`config.mk`:
```
export PLATFORM = sky130hd
export DESIGN_NAME = lsb_first_bit_unpacker_top
export DESIGN_NICKNAME = d
export VERILOG_FILES = /design/src/hw/rtl/lbu_pkg.sv /design/src/hw/rtl/lsb_first_bit_unpacker_top.sv /design/src/hw/rtl/lbu_cfg_regs.sv
export SDC_FILE = /design/constraint.sdc
export NUM_CORES = 1
export LEC_CHECK = 0
export ABC_CLOCK_PERIOD_IN_PS = 12500
export BUFFER_PORTS_ARGS = -buffer_cell sky130_fd_sc_hd__buf_2
export CAP_MARGIN = 5
export CORE_MARGIN = 4
export CORE_UTILIZATION = 66
export DETAILED_ROUTE_END_ITERATION = 6
export GPL_ROUTABILITY_DRIVEN = 1
export GPL_TIMING_DRIVEN = 0
export PLACE_DENSITY_LB_ADDON = 0.15
export RECOVER_POWER = 25
export SYNTH_ARGS = -nofsm -noshare
export SYNTH_HDL_FRONTEND = slang
export SYNTH_SLANG_ARGS = --single-unit
```
`constraint.sdc`:
```
create_clock -name clk -period 12.5 [get_ports clk]
set_clock_uncertainty 0.2 [all_clocks]
set_input_delay 2.5 -clock clk [delete_from_list [all_inputs] [get_ports clk]]
set_output_delay 2.5 -clock clk [all_outputs]
set_load 0.02 [all_outputs]
```
`src/hw/rtl/lbu_pkg.sv`:
```
`timescale 1ns / 1ps
// ----------------------------------------------------------------------------
// lbu_pkg
// Shared types and constants for the LSB-first bit unpacker.
// ----------------------------------------------------------------------------
package lbu_pkg;

  localparam int MAX_ATOMS = 65536;
  localparam int MAX_WIDTH = 32;

  localparam int COUNT_W = 17;
  localparam int WIDTH_W = 6;
  localparam int INDEX_W = 16;
  localparam int VALUE_W = 32;
  localparam int BYTE_W  = 8;
  localparam int ACC_W   = 40;
  localparam int HELD_W  = 6;
  localparam int NRES_W  = 3;
  localparam int CFG_IDX_W = 2;
  localparam int CFG_DATA_W = 17;

  localparam logic [COUNT_W-1:0] MAX_ATOMS_C = COUNT_W'(MAX_ATOMS);
  localparam logic [WIDTH_W-1:0] MAX_WIDTH_C = WIDTH_W'(MAX_WIDTH);
  localparam logic [NRES_W-1:0]  LAST_RESULT = NRES_W'(7);

  typedef enum logic [CFG_IDX_W-1:0] {
    REG_ATOM_COUNT = 2'd0,
    REG_X_WIDTH    = 2'd1,
    REG_Y_WIDTH    = 2'd2,
    REG_Z_WIDTH    = 2'd3
  } cfg_reg_t;

  typedef enum logic [1:0] {
    AXIS_X = 2'd0,
    AXIS_Y = 2'd1,
    AXIS_Z = 2'd2
  } plane_t;

  // effective (clamped) configuration
  typedef struct packed {
    logic [COUNT_W-1:0] count;
    logic [WIDTH_W-1:0] x_width;
    logic [WIDTH_W-1:0] y_width;
    logic [WIDTH_W-1:0] z_width;
  } cfg_t;

endpackage

```
`src/hw/rtl/lsb_first_bit_unpacker_top.sv`:
```
`timescale 1ns / 1ps
// ----------------------------------------------------------------------------
// lsb_first_bit_unpacker_top
// Unpacks x, y, z planes of LSB-first packed values from a byte stream.
// ----------------------------------------------------------------------------
// One payload byte is accepted per transaction and merged into a bit
// accumulator; the block emits one value per cycle unless m_tready stalls,
// so a byte yielding k values (0..8, at most the values left in the plane)
// holds the single extraction stage until its last value, in whose cycle the
// next byte is taken. With widths of 8 or more this sustains one byte per
// cycle if not stalled. A byte yielding no value makes no output transaction.
// Each plane starts on a byte boundary; pad bits are dropped at plane end.
module lsb_first_bit_unpacker_top
  import lbu_pkg::*;
(
  input  logic                  clk,
  input  logic                  rst,
  input  logic                  cfg_we,
  input  logic [CFG_IDX_W-1:0]  cfg_index,
  input  logic [CFG_DATA_W-1:0] cfg_data,
  input  logic                  s_tvalid,
  output logic                  s_tready,
  input  logic [7:0]            s_tdata,   // [7:0] data_byte
  output logic                  m_tvalid,
  input  logic                  m_tready,
  output logic [47:0]           m_tdata,   // [31:0] coord_value, [47:32] atom_index
  output logic [2:0]            m_tuser,   // [1:0] axis, [2] frame_done
  output logic                  m_tlast    // last_of_byte
);

  cfg_t cfg;

  lbu_cfg_regs u_cfg (
    .clk       (clk),
    .rst       (rst),
    .cfg_we    (cfg_we),
    .cfg_index (cfg_index),
    .cfg_data  (cfg_data),
    .cfg       (cfg)
  );

  logic [ACC_W-1:0]   acc, acc_next;
  logic [HELD_W-1:0]  held, held_next;
  logic [INDEX_W-1:0] cnt, cnt_next;
  plane_t             plane, plane_next;
  logic [NRES_W-1:0]  nres, nres_next;
  logic               busy, busy_next;

  logic [ACC_W-1:0]   acc_base;
  logic [HELD_W-1:0]  held_base;
  logic [INDEX_W-1:0] cnt_base;
  plane_t             plane_base;

  logic [WIDTH_W-1:0] w, w_base;
  logic [VALUE_W-1:0] mask;
  logic               plane_end, last, emit, accept;
  logic [HELD_W-1:0]  held_sub;

  function automatic logic [WIDTH_W-1:0] width_of(input plane_t p, input cfg_t c);
    logic [WIDTH_W-1:0] r;
    case (p)
      AXIS_Y:  r = c.y_width;
      AXIS_Z:  r = c.z_width;
      default: r = c.x_width;
    endcase
    return r;
  endfunction

  assign w         = width_of(plane, cfg);
  assign mask      = ~({VALUE_W{1'b1}} << w);
  assign plane_end = ({1'b0, cnt} + COUNT_W'(1)) >= cfg.count;
  assign held_sub  = held - w;
  assign last      = plane_end || (nres == LAST_RESULT) || (held_sub < w);
  assign emit      = busy && (!m_tvalid || m_tready);
  assign s_tready  = !busy || (emit && last);
  assign accept    = s_tvalid && s_tready;

  always_comb begin
    acc_base   = acc;
    held_base  = held;
    cnt_base   = cnt;
    plane_base = plane;
    if (emit) begin
      if (plane_end) begin
        acc_base  = '0;
        held_base = '0;
        cnt_base  = '0;
        case (plane)
          AXIS_X:  plane_base = AXIS_Y;
          AXIS_Y:  plane_base = AXIS_Z;
          default: plane_base = AXIS_X;
        endcase
      end else begin
        acc_base  = acc >> w;
        held_base = held_sub;
        cnt_base  = cnt + INDEX_W'(1);
      end
    end
  end

  assign w_base = width_of(plane_base, cfg);

  always_comb begin
    acc_next   = acc_base;
    held_next  = held_base;
    cnt_next   = cnt_base;
    plane_next = plane_base;
    nres_next  = nres;
    busy_next  = busy;
    if (accept) begin
      acc_next  = acc_base | (ACC_W'(s_tdata) << held_base);
      held_next = held_base + HELD_W'(BYTE_W);
      nres_next = '0;
      busy_next = (held_base + HELD_W'(BYTE_W)) >= w_base;
    end else if (emit) begin
      nres_next = nres + NRES_W'(1);
      busy_next = !last;
    end
  end

  always_ff @(posedge clk) begin
    if (rst) begin
      acc   <= '0;
      held  <= '0;
      cnt   <= '0;
      plane <= AXIS_X;
      nres  <= '0;
      busy  <= 1'b0;
    end else begin
      acc   <= acc_next;
      held  <= held_next;
      cnt   <= cnt_next;
      plane <= plane_next;
      nres  <= nres_next;
      busy  <= busy_next;
    end
  end

  // output register
  always_ff @(posedge clk) begin
    if (rst) begin
      m_tvalid <= 1'b0;
    end else if (emit) begin
      m_tvalid <= 1'b1;
    end else if (m_tready) begin
      m_tvalid <= 1'b0;
    end
  end

  always_ff @(posedge clk) begin
    if (emit) begin
      m_tdata <= {cnt, acc[VALUE_W-1:0] & mask};
      m_tuser <= {plane_end && (plane == AXIS_Z), plane};
      m_tlast <= last;
    end
  end

`ifndef SYNTHESIS
  a_busy_has_bits: assert property (@(posedge clk) disable iff (rst)
    busy |-> (held >= w))
    else $error("extraction pending without enough bits");

  a_held_bound: assert property (@(posedge clk) disable iff (rst)
    held <= HELD_W'(39))
    else $error("bit accumulator overfilled");

  a_done_on_z: assert property (@(posedge clk) disable iff (rst)
    (m_tvalid && m_tuser[2]) |-> (m_tuser[1:0] == AXIS_Z))
    else $error("frame done outside z plane");

  a_done_is_last: assert property (@(posedge clk) disable iff (rst)
    (m_tvalid && m_tuser[2]) |-> m_tlast)
    else $error("frame done without last of byte");

  a_reset_idle: assert property (@(posedge clk)
    rst |=> (!m_tvalid && !busy))
    else $error("not idle after reset");
`endif

endmodule

```
`src/hw/rtl/lbu_cfg_regs.sv`:
```
`timescale 1ns / 1ps
// ----------------------------------------------------------------------------
// lbu_cfg_regs
// Configuration registers with range clamping of count and widths.
// ----------------------------------------------------------------------------
module lbu_cfg_regs
  import lbu_pkg::*;
(
  input  logic                  clk,
  input  logic                  rst,
  input  logic                  cfg_we,
  input  logic [CFG_IDX_W-1:0]  cfg_index,
  input  logic [CFG_DATA_W-1:0] cfg_data,
  output cfg_t                  cfg
);

  logic [COUNT_W-1:0] atom_count;
  logic [WIDTH_W-1:0] x_width;
  logic [WIDTH_W-1:0] y_width;
  logic [WIDTH_W-1:0] z_width;

  always_ff @(posedge clk) begin
    if (rst) begin
      atom_count <= COUNT_W'(1);
      x_width    <= WIDTH_W'(8);
      y_width    <= WIDTH_W'(8);
      z_width    <= WIDTH_W'(8);
    end else if (cfg_we) begin
      case (cfg_reg_t'(cfg_index))
        REG_ATOM_COUNT: atom_count <= cfg_data[COUNT_W-1:0];
        REG_X_WIDTH:    x_width    <= cfg_data[WIDTH_W-1:0];
        REG_Y_WIDTH:    y_width    <= cfg_data[WIDTH_W-1:0];
        REG_Z_WIDTH:    z_width    <= cfg_data[WIDTH_W-1:0];
        default: ;
      endcase
    end
  end

  function automatic logic [WIDTH_W-1:0] clamp_width(input logic [WIDTH_W-1:0] w);
    logic [WIDTH_W-1:0] r;
    r = w;
    if (w == '0) r = WIDTH_W'(1);
    else if (w > MAX_WIDTH_C) r = MAX_WIDTH_C;
    return r;
  endfunction

  always_comb begin
    cfg.x_width = clamp_width(x_width);
    cfg.y_width = clamp_width(y_width);
    cfg.z_width = clamp_width(z_width);
    if (atom_count == '0) cfg.count = COUNT_W'(1);
    else if (atom_count > MAX_ATOMS_C) cfg.count = MAX_ATOMS_C;
    else cfg.count = atom_count;
  end

endmodule
```
* Yosys cells after proc, flatten, opt, wreduce, memory -nomap -nowiden
Index checks and enable logic that the tools add are counted.
Word-level totals: output and inout bits 54, word-level logic and storage cells 88, bits of input ports 32, bits in registers 156
Operators by class: add/sub/neg operators 5, bitwise logic cells 3, magnitude comparators 7, mux-type cells 24, reduce and logical (&&, ||, !) cells 24, shifts and indexed selects 3, equal/unequal tests 8
Operators by type and width (number):
- 40-bit two-way mux | 3
- 6-bit two-way mux | 9
- 40-bit OR | 1
- 8-bit by 6-bit left shift with 40-bit output | 1
- 40-bit by 6-bit >> shifter with 40-bit output | 1
- 17-bit two-way mux | 2
- 32-bit AND | 1
- 32-bit NOT | 1
- 32-bit by 6-bit left shift with 32-bit output, first input constant | 1
- 6-bit one-hot mux with 2 select lines | 2
- 6-bit greater-than comparator, second input constant | 3
- 6-bit logical NOT | 3
- 16-bit by 1-bit adder with 17-bit output, second input constant | 1
- 17-bit greater-or-equal comparator | 1
- 17-bit greater-than comparator, second input constant | 1
- 17-bit logical NOT | 1
- 16-bit by 1-bit adder with 16-bit output, second input constant | 1
- 16-bit two-way mux | 1
- 2-bit equality test, second input constant | 4
- 2-bit AND reduction | 4
- 6-bit by 4-bit adder with 6-bit output, second input constant | 1
- 2-bit by 1-bit equality test with 1-bit output, second input constant | 3
- 6-bit greater-or-equal comparator | 1
- 6-bit less-than comparator | 1
- other kinds (12) | 26

* Longest topological paths before layout
depth after elaboration 11, mapped depth 33

* By module
From an unflattened synthesis, not the netlist that was laid out.
Second synthesis, totals: cell total of the unflattened synthesis 1215, area, all modules 10692.8 um2
By module, submodules not included:
- lsb_first_bit_unpacker_top | sequential area each 2942.8 um2, area each 9121.2 um2, cells each 1032, instances 1
- lbu_cfg_regs | sequential area each 700.7 um2, area each 1571.5 um2, cells each 183, instances 1

* Worst setup path before layout
OpenSTA, ideal clock, no wires.
kind reg-to-output, from reg plane[0], to out s_tready, arrival 4.227 ns, path buffers 5, stages on the path, launching flop included 19, slack 5.573 ns, cell sequence dfxtp_1 -> inv_1 -> ha_1 -> buf_6 -> and4b_4 -> or3_1 -> buf_6 -> buf_6 -> clkbuf_1 -> buf_1 -> fa_1 -> nand2b_1 -> a21oi_1 -> xor2_1 -> ha_1 -> o21ai_0 -> a221oi_1 -> and3_1 -> o21ai_0
On the way: longest elaborated chain between the ends 7, elaborated cells between the ends (all ways) 8, classes of those cells 1 x add/sub; 1 x order compare; 2 x eq/ne; 1 x mux; 3 x reduce/logical
Ends and longest elaborated chain:
- start: declaration | RTL line lsb_first_bit_unpacker_top.sv:45 | plane_t plane, plane_next;
- start signal: assignment | RTL line lsb_first_bit_unpacker_top.sv:133 | plane <= plane_next;
- 2-bit equality test / 2-bit by 1-bit equality test with 1-bit output (equally long branches) | RTL line lsb_first_bit_unpacker_top.sv:61 | case (p)
- 6-bit one-hot mux with 2 select lines (*) | RTL line lsb_first_bit_unpacker_top.sv:61
- 6-bit subtractor | RTL line lsb_first_bit_unpacker_top.sv:72 | assign held_sub = held - w;
- 6-bit less-than comparator (*) | RTL line lsb_first_bit_unpacker_top.sv:73 | assign last = plane_end || (nres == LAST_RESULT) || (held_sub < w);
- 1-bit logical OR (*) | RTL line lsb_first_bit_unpacker_top.sv:73
- 1-bit logical AND (*) | RTL line lsb_first_bit_unpacker_top.sv:75 | assign s_tready = !busy || (emit && last);
- 1-bit logical OR (*) | RTL line lsb_first_bit_unpacker_top.sv:75
- end: declaration | RTL line lsb_first_bit_unpacker_top.sv:22 | output logic s_tready,
Mark *: on every way between the ends. The rest lies on a longest branch, timed or not.

* Worst setup path after layout
Ends and elaborated chain as after synthesis.

==> qor.txt <==
Crit path buffers/inverters: 8
Yosys cell types: 99
Setup Buffers After CTS: 0
DR vias/cell: 7.147
FF-to-FF path depth: 31
PortBufs: 85
placed cells: 1621
Post-Syn Nets: 1392
Worst-Skew Late Latency: 440 ps
Peak VDD IR: 0.0001029 V
nets: 1496
CP delay by family, top: buffers and inverters
fin crit period: 8775 ps
Crit Path Category: reg -> out
Mapped Cells: 1316
Die Wd: 138.5 um
crit path launch type: flip-flop
Post-Syn Area: 11240 sq um
register bit total from synthesis: 156
worst r2r dst: busy$_SDFFE_PP0P_
post-route cell area: 12430 sq um
post-route total power: 1.970 mW
WL final: 42210 um
predominant post-synthesis flop cell: dfxtp_1
failing checks: DRC
Critical Path Max Stage Delay: 670 ps
setup TNS: 0 ps
Setup crit start: plane[0]$_SDFF_PP0_
Crit. End Element: output port
vias in the first global route: 11.28k
register area share after synthesis: 32.41%
worst r2r src: cnt[0]$_SDFFE_PP0P_
Layout Cells excl Fill: 1653
Clock Sinks: 156
Avg WL per Cell: 25.54 um
fill cell count: 1272
final setup vio count: 0
area occupied by multi-input gates: 7012 sq um
HPWL Detailed: 30960 um
root buf cell: clkbuf_16
Max Clk Rate: 0.1140 GHz
Worst Path Arrival: 6070 ps
Avg Inst Size Synth: 8.542 sq um
Fin Hold WS: 276.8 ps
Layout area overhead: 10.55%
Initial Util: 67.54%
Die Y: 138.5 um
drt first pass iters: 7
die area: 19180 sq um
crit path max fanout: 11
ANT nets after route: 0
Total Routing Usage GR: 42.86%
I/O pin count: 86
via count: 11.81k
worst setup margin: 3725 ps
GPL Wtd Cong: 1.110
unrepaired setup endpoints after global routing: false
CTS Buffer Depth: 2
final core occ: 74.67%
Setup WS pre-CTS: 4756 ps
# diodes: 0
Worst-Margin Slew: 925.2 ps
outcome: finished, violations left
CTS clk-pin slew, worst paths: 70 ps
initial antenna violation count: 0
CTS tree: done
FF-to-FF setup slack: 5110 ps
Slowest-stage cell, CP: buf_1
Ys Warns: 0
pin count of the biggest net entering global routing: 62
first-pass GRT wire length: 64820 um
total gr overflow: 0
max-slew violations: 0
leak pwr: 5.055 nW
post-placement cell area: 11950 sq um
Final Hold Violating Endpoints: 0
maxcap violations: 0
register area: 3643 sq um
Crit path depth: 19
CP cell instances: inv_1, ha_1, clkbuf_1, clkbuf_1, o211ai_1, inv_1, clkbuf_1, buf_1, ha_1, inv_1, a21oi_1, o22ai_1, xnor2_1, ha_1, o21ai_0, a221oi_1, and3_1, o21ai_0, buf_2
post-cts repair resize count: 0
crit path capture: s_tready
htree depth: 4
core box area: 16640 sq um
Post-synth ARST share: 0%
CTS Buf Count: 17
EDFF count, synth: 52
PD cells: 158.5 nW/um^2
row count: 47
headroom to the max-slew limit: 37.76%
CP required: 9800 ps
DRC violation count after routing: 8
drt first-iter violations: 1765
Final Cycle Share: 70.20%
type of the most critical hold path: reg -> reg
post-cts hold buffer count: 0
layout cell share with drive strength beyond 1: 12.49%
==> power by group <==
part	switching (mW)	internal, mW
sequential	0.0616	0.594
combinational	0.538	0.254
clock	0.248	0.275
==> cells by family after synthesis <==
kind of cell	Yosys count	share of synthesized area, %
buffers and inverters	109	5.209
adders and majority gates	44	4.964
DFF	156	32.41
and+or+nand+nor	478	20.11
muxes	134	12.73
AOI/OAI and AO/OA	373	22.85
xor gates and xnor gates	22	1.714
==> registers in the layout (all words and copies together) (netlist names) <==
signal and count:
acc 40, busy 1, cnt 16, held 6, m_tdata 48, m_tlast 1
m_tuser 3, m_tvalid 1, nres 3, plane 2, u_cfg.atom_count 17, u_cfg.x_width 6
u_cfg.y_width 6, u_cfg.z_width 6
==> worst reg2reg max path, delay by kind of cell, from the launching register on <==
kind,cells,cell delay [ps]
xor+xnor,1,170
mux,1,310
compound gates,9,2040
simple gates,15,2730
buf+inv,1,300
fa+ha+maj,4,1030
flops,1,480
==> cell type report <==
type | instances | area share, %
tap | 220 | 2.215
sequential | 156 | 29.32
timing repair buffer | 85 | 3.091
multi-input combinational | 1051 | 56.42
buffer | 77 | 3.333
clock buffer | 19 | 3.655
clock inverter | 13 | 0.9565
inverter | 32 | 1.007
==> metal layers <==
| layer | track usage (%) | share of wire, % |
|---|---|---|
| met5 | 0 | 0 |
| met4 | 29.02 | 8.5 |
| met3 | 11.15 | 12 |
| met2 | 66.14 | 43 |
| met1 | 52.69 | 36 |
==> synth_stat cells, drive strengths merged, types with 28 or more instances <==
cell type | count | area, sq um
nand2 | 190 | 715.7
edfxtp | 52 | 1562
o21ai | 66 | 345.3
buf | 41 | 319.1
nand3 | 40 | 205.2
ha | 43 | 538.0
a21oi | 108 | 570.6
mux2i | 118 | 1225
inv | 28 | 110.1
dfxtp | 104 | 2082
nor2 | 116 | 437.9
clkbuf | 35 | 131.4
==> cell usage in the layout (no fill, tap or decap), types with 16 or more instances in the layout <==
| cell | Yosys | routed |
|---|---|---|
| nor2_1 | 115 | 115 |
| buf_2 | 12 | 60 |
| nand3_1 | 39 | 39 |
| a22oi_1 | 22 | 22 |
| o22ai_1 | 18 | 18 |
| o21ai_0 | 60 | 60 |
| dfxtp_1 | 104 | 104 |
| a221oi_1 | 16 | 16 |
| ha_1 | 43 | 43 |
| nand2_1 | 189 | 189 |
| mux2i_1 | 111 | 111 |
| clkbuf_1 | 35 | 78 |
| inv_1 | 24 | 24 |
| edfxtp_1 | 52 | 52 |
| clkbuf_16 | 0 | 18 |
| and3_1 | 20 | 20 |
| nor3_1 | 20 | 20 |
| a21oi_1 | 104 | 104 |
==> worst min-delay path by stage <==
stage                         startpoint                   end  slack [ps]  depth (start not counted)
floorplan           nres[1]$_SDFFE_PP0P_  nres[1]$_SDFFE_PP0P_         240                          2
global placement    nres[2]$_SDFFE_PP0P_  nres[2]$_SDFFE_PP0P_         240                          2
detailed placement  nres[2]$_SDFFE_PP0P_  nres[2]$_SDFFE_PP0P_         260                          2
CTS                 nres[2]$_SDFFE_PP0P_  nres[2]$_SDFFE_PP0P_         280                          2
global route        nres[2]$_SDFFE_PP0P_  nres[2]$_SDFFE_PP0P_         290                          2
finish              nres[2]$_SDFFE_PP0P_  nres[2]$_SDFFE_PP0P_         280                          2
Power figures use the tool's default switching activity.
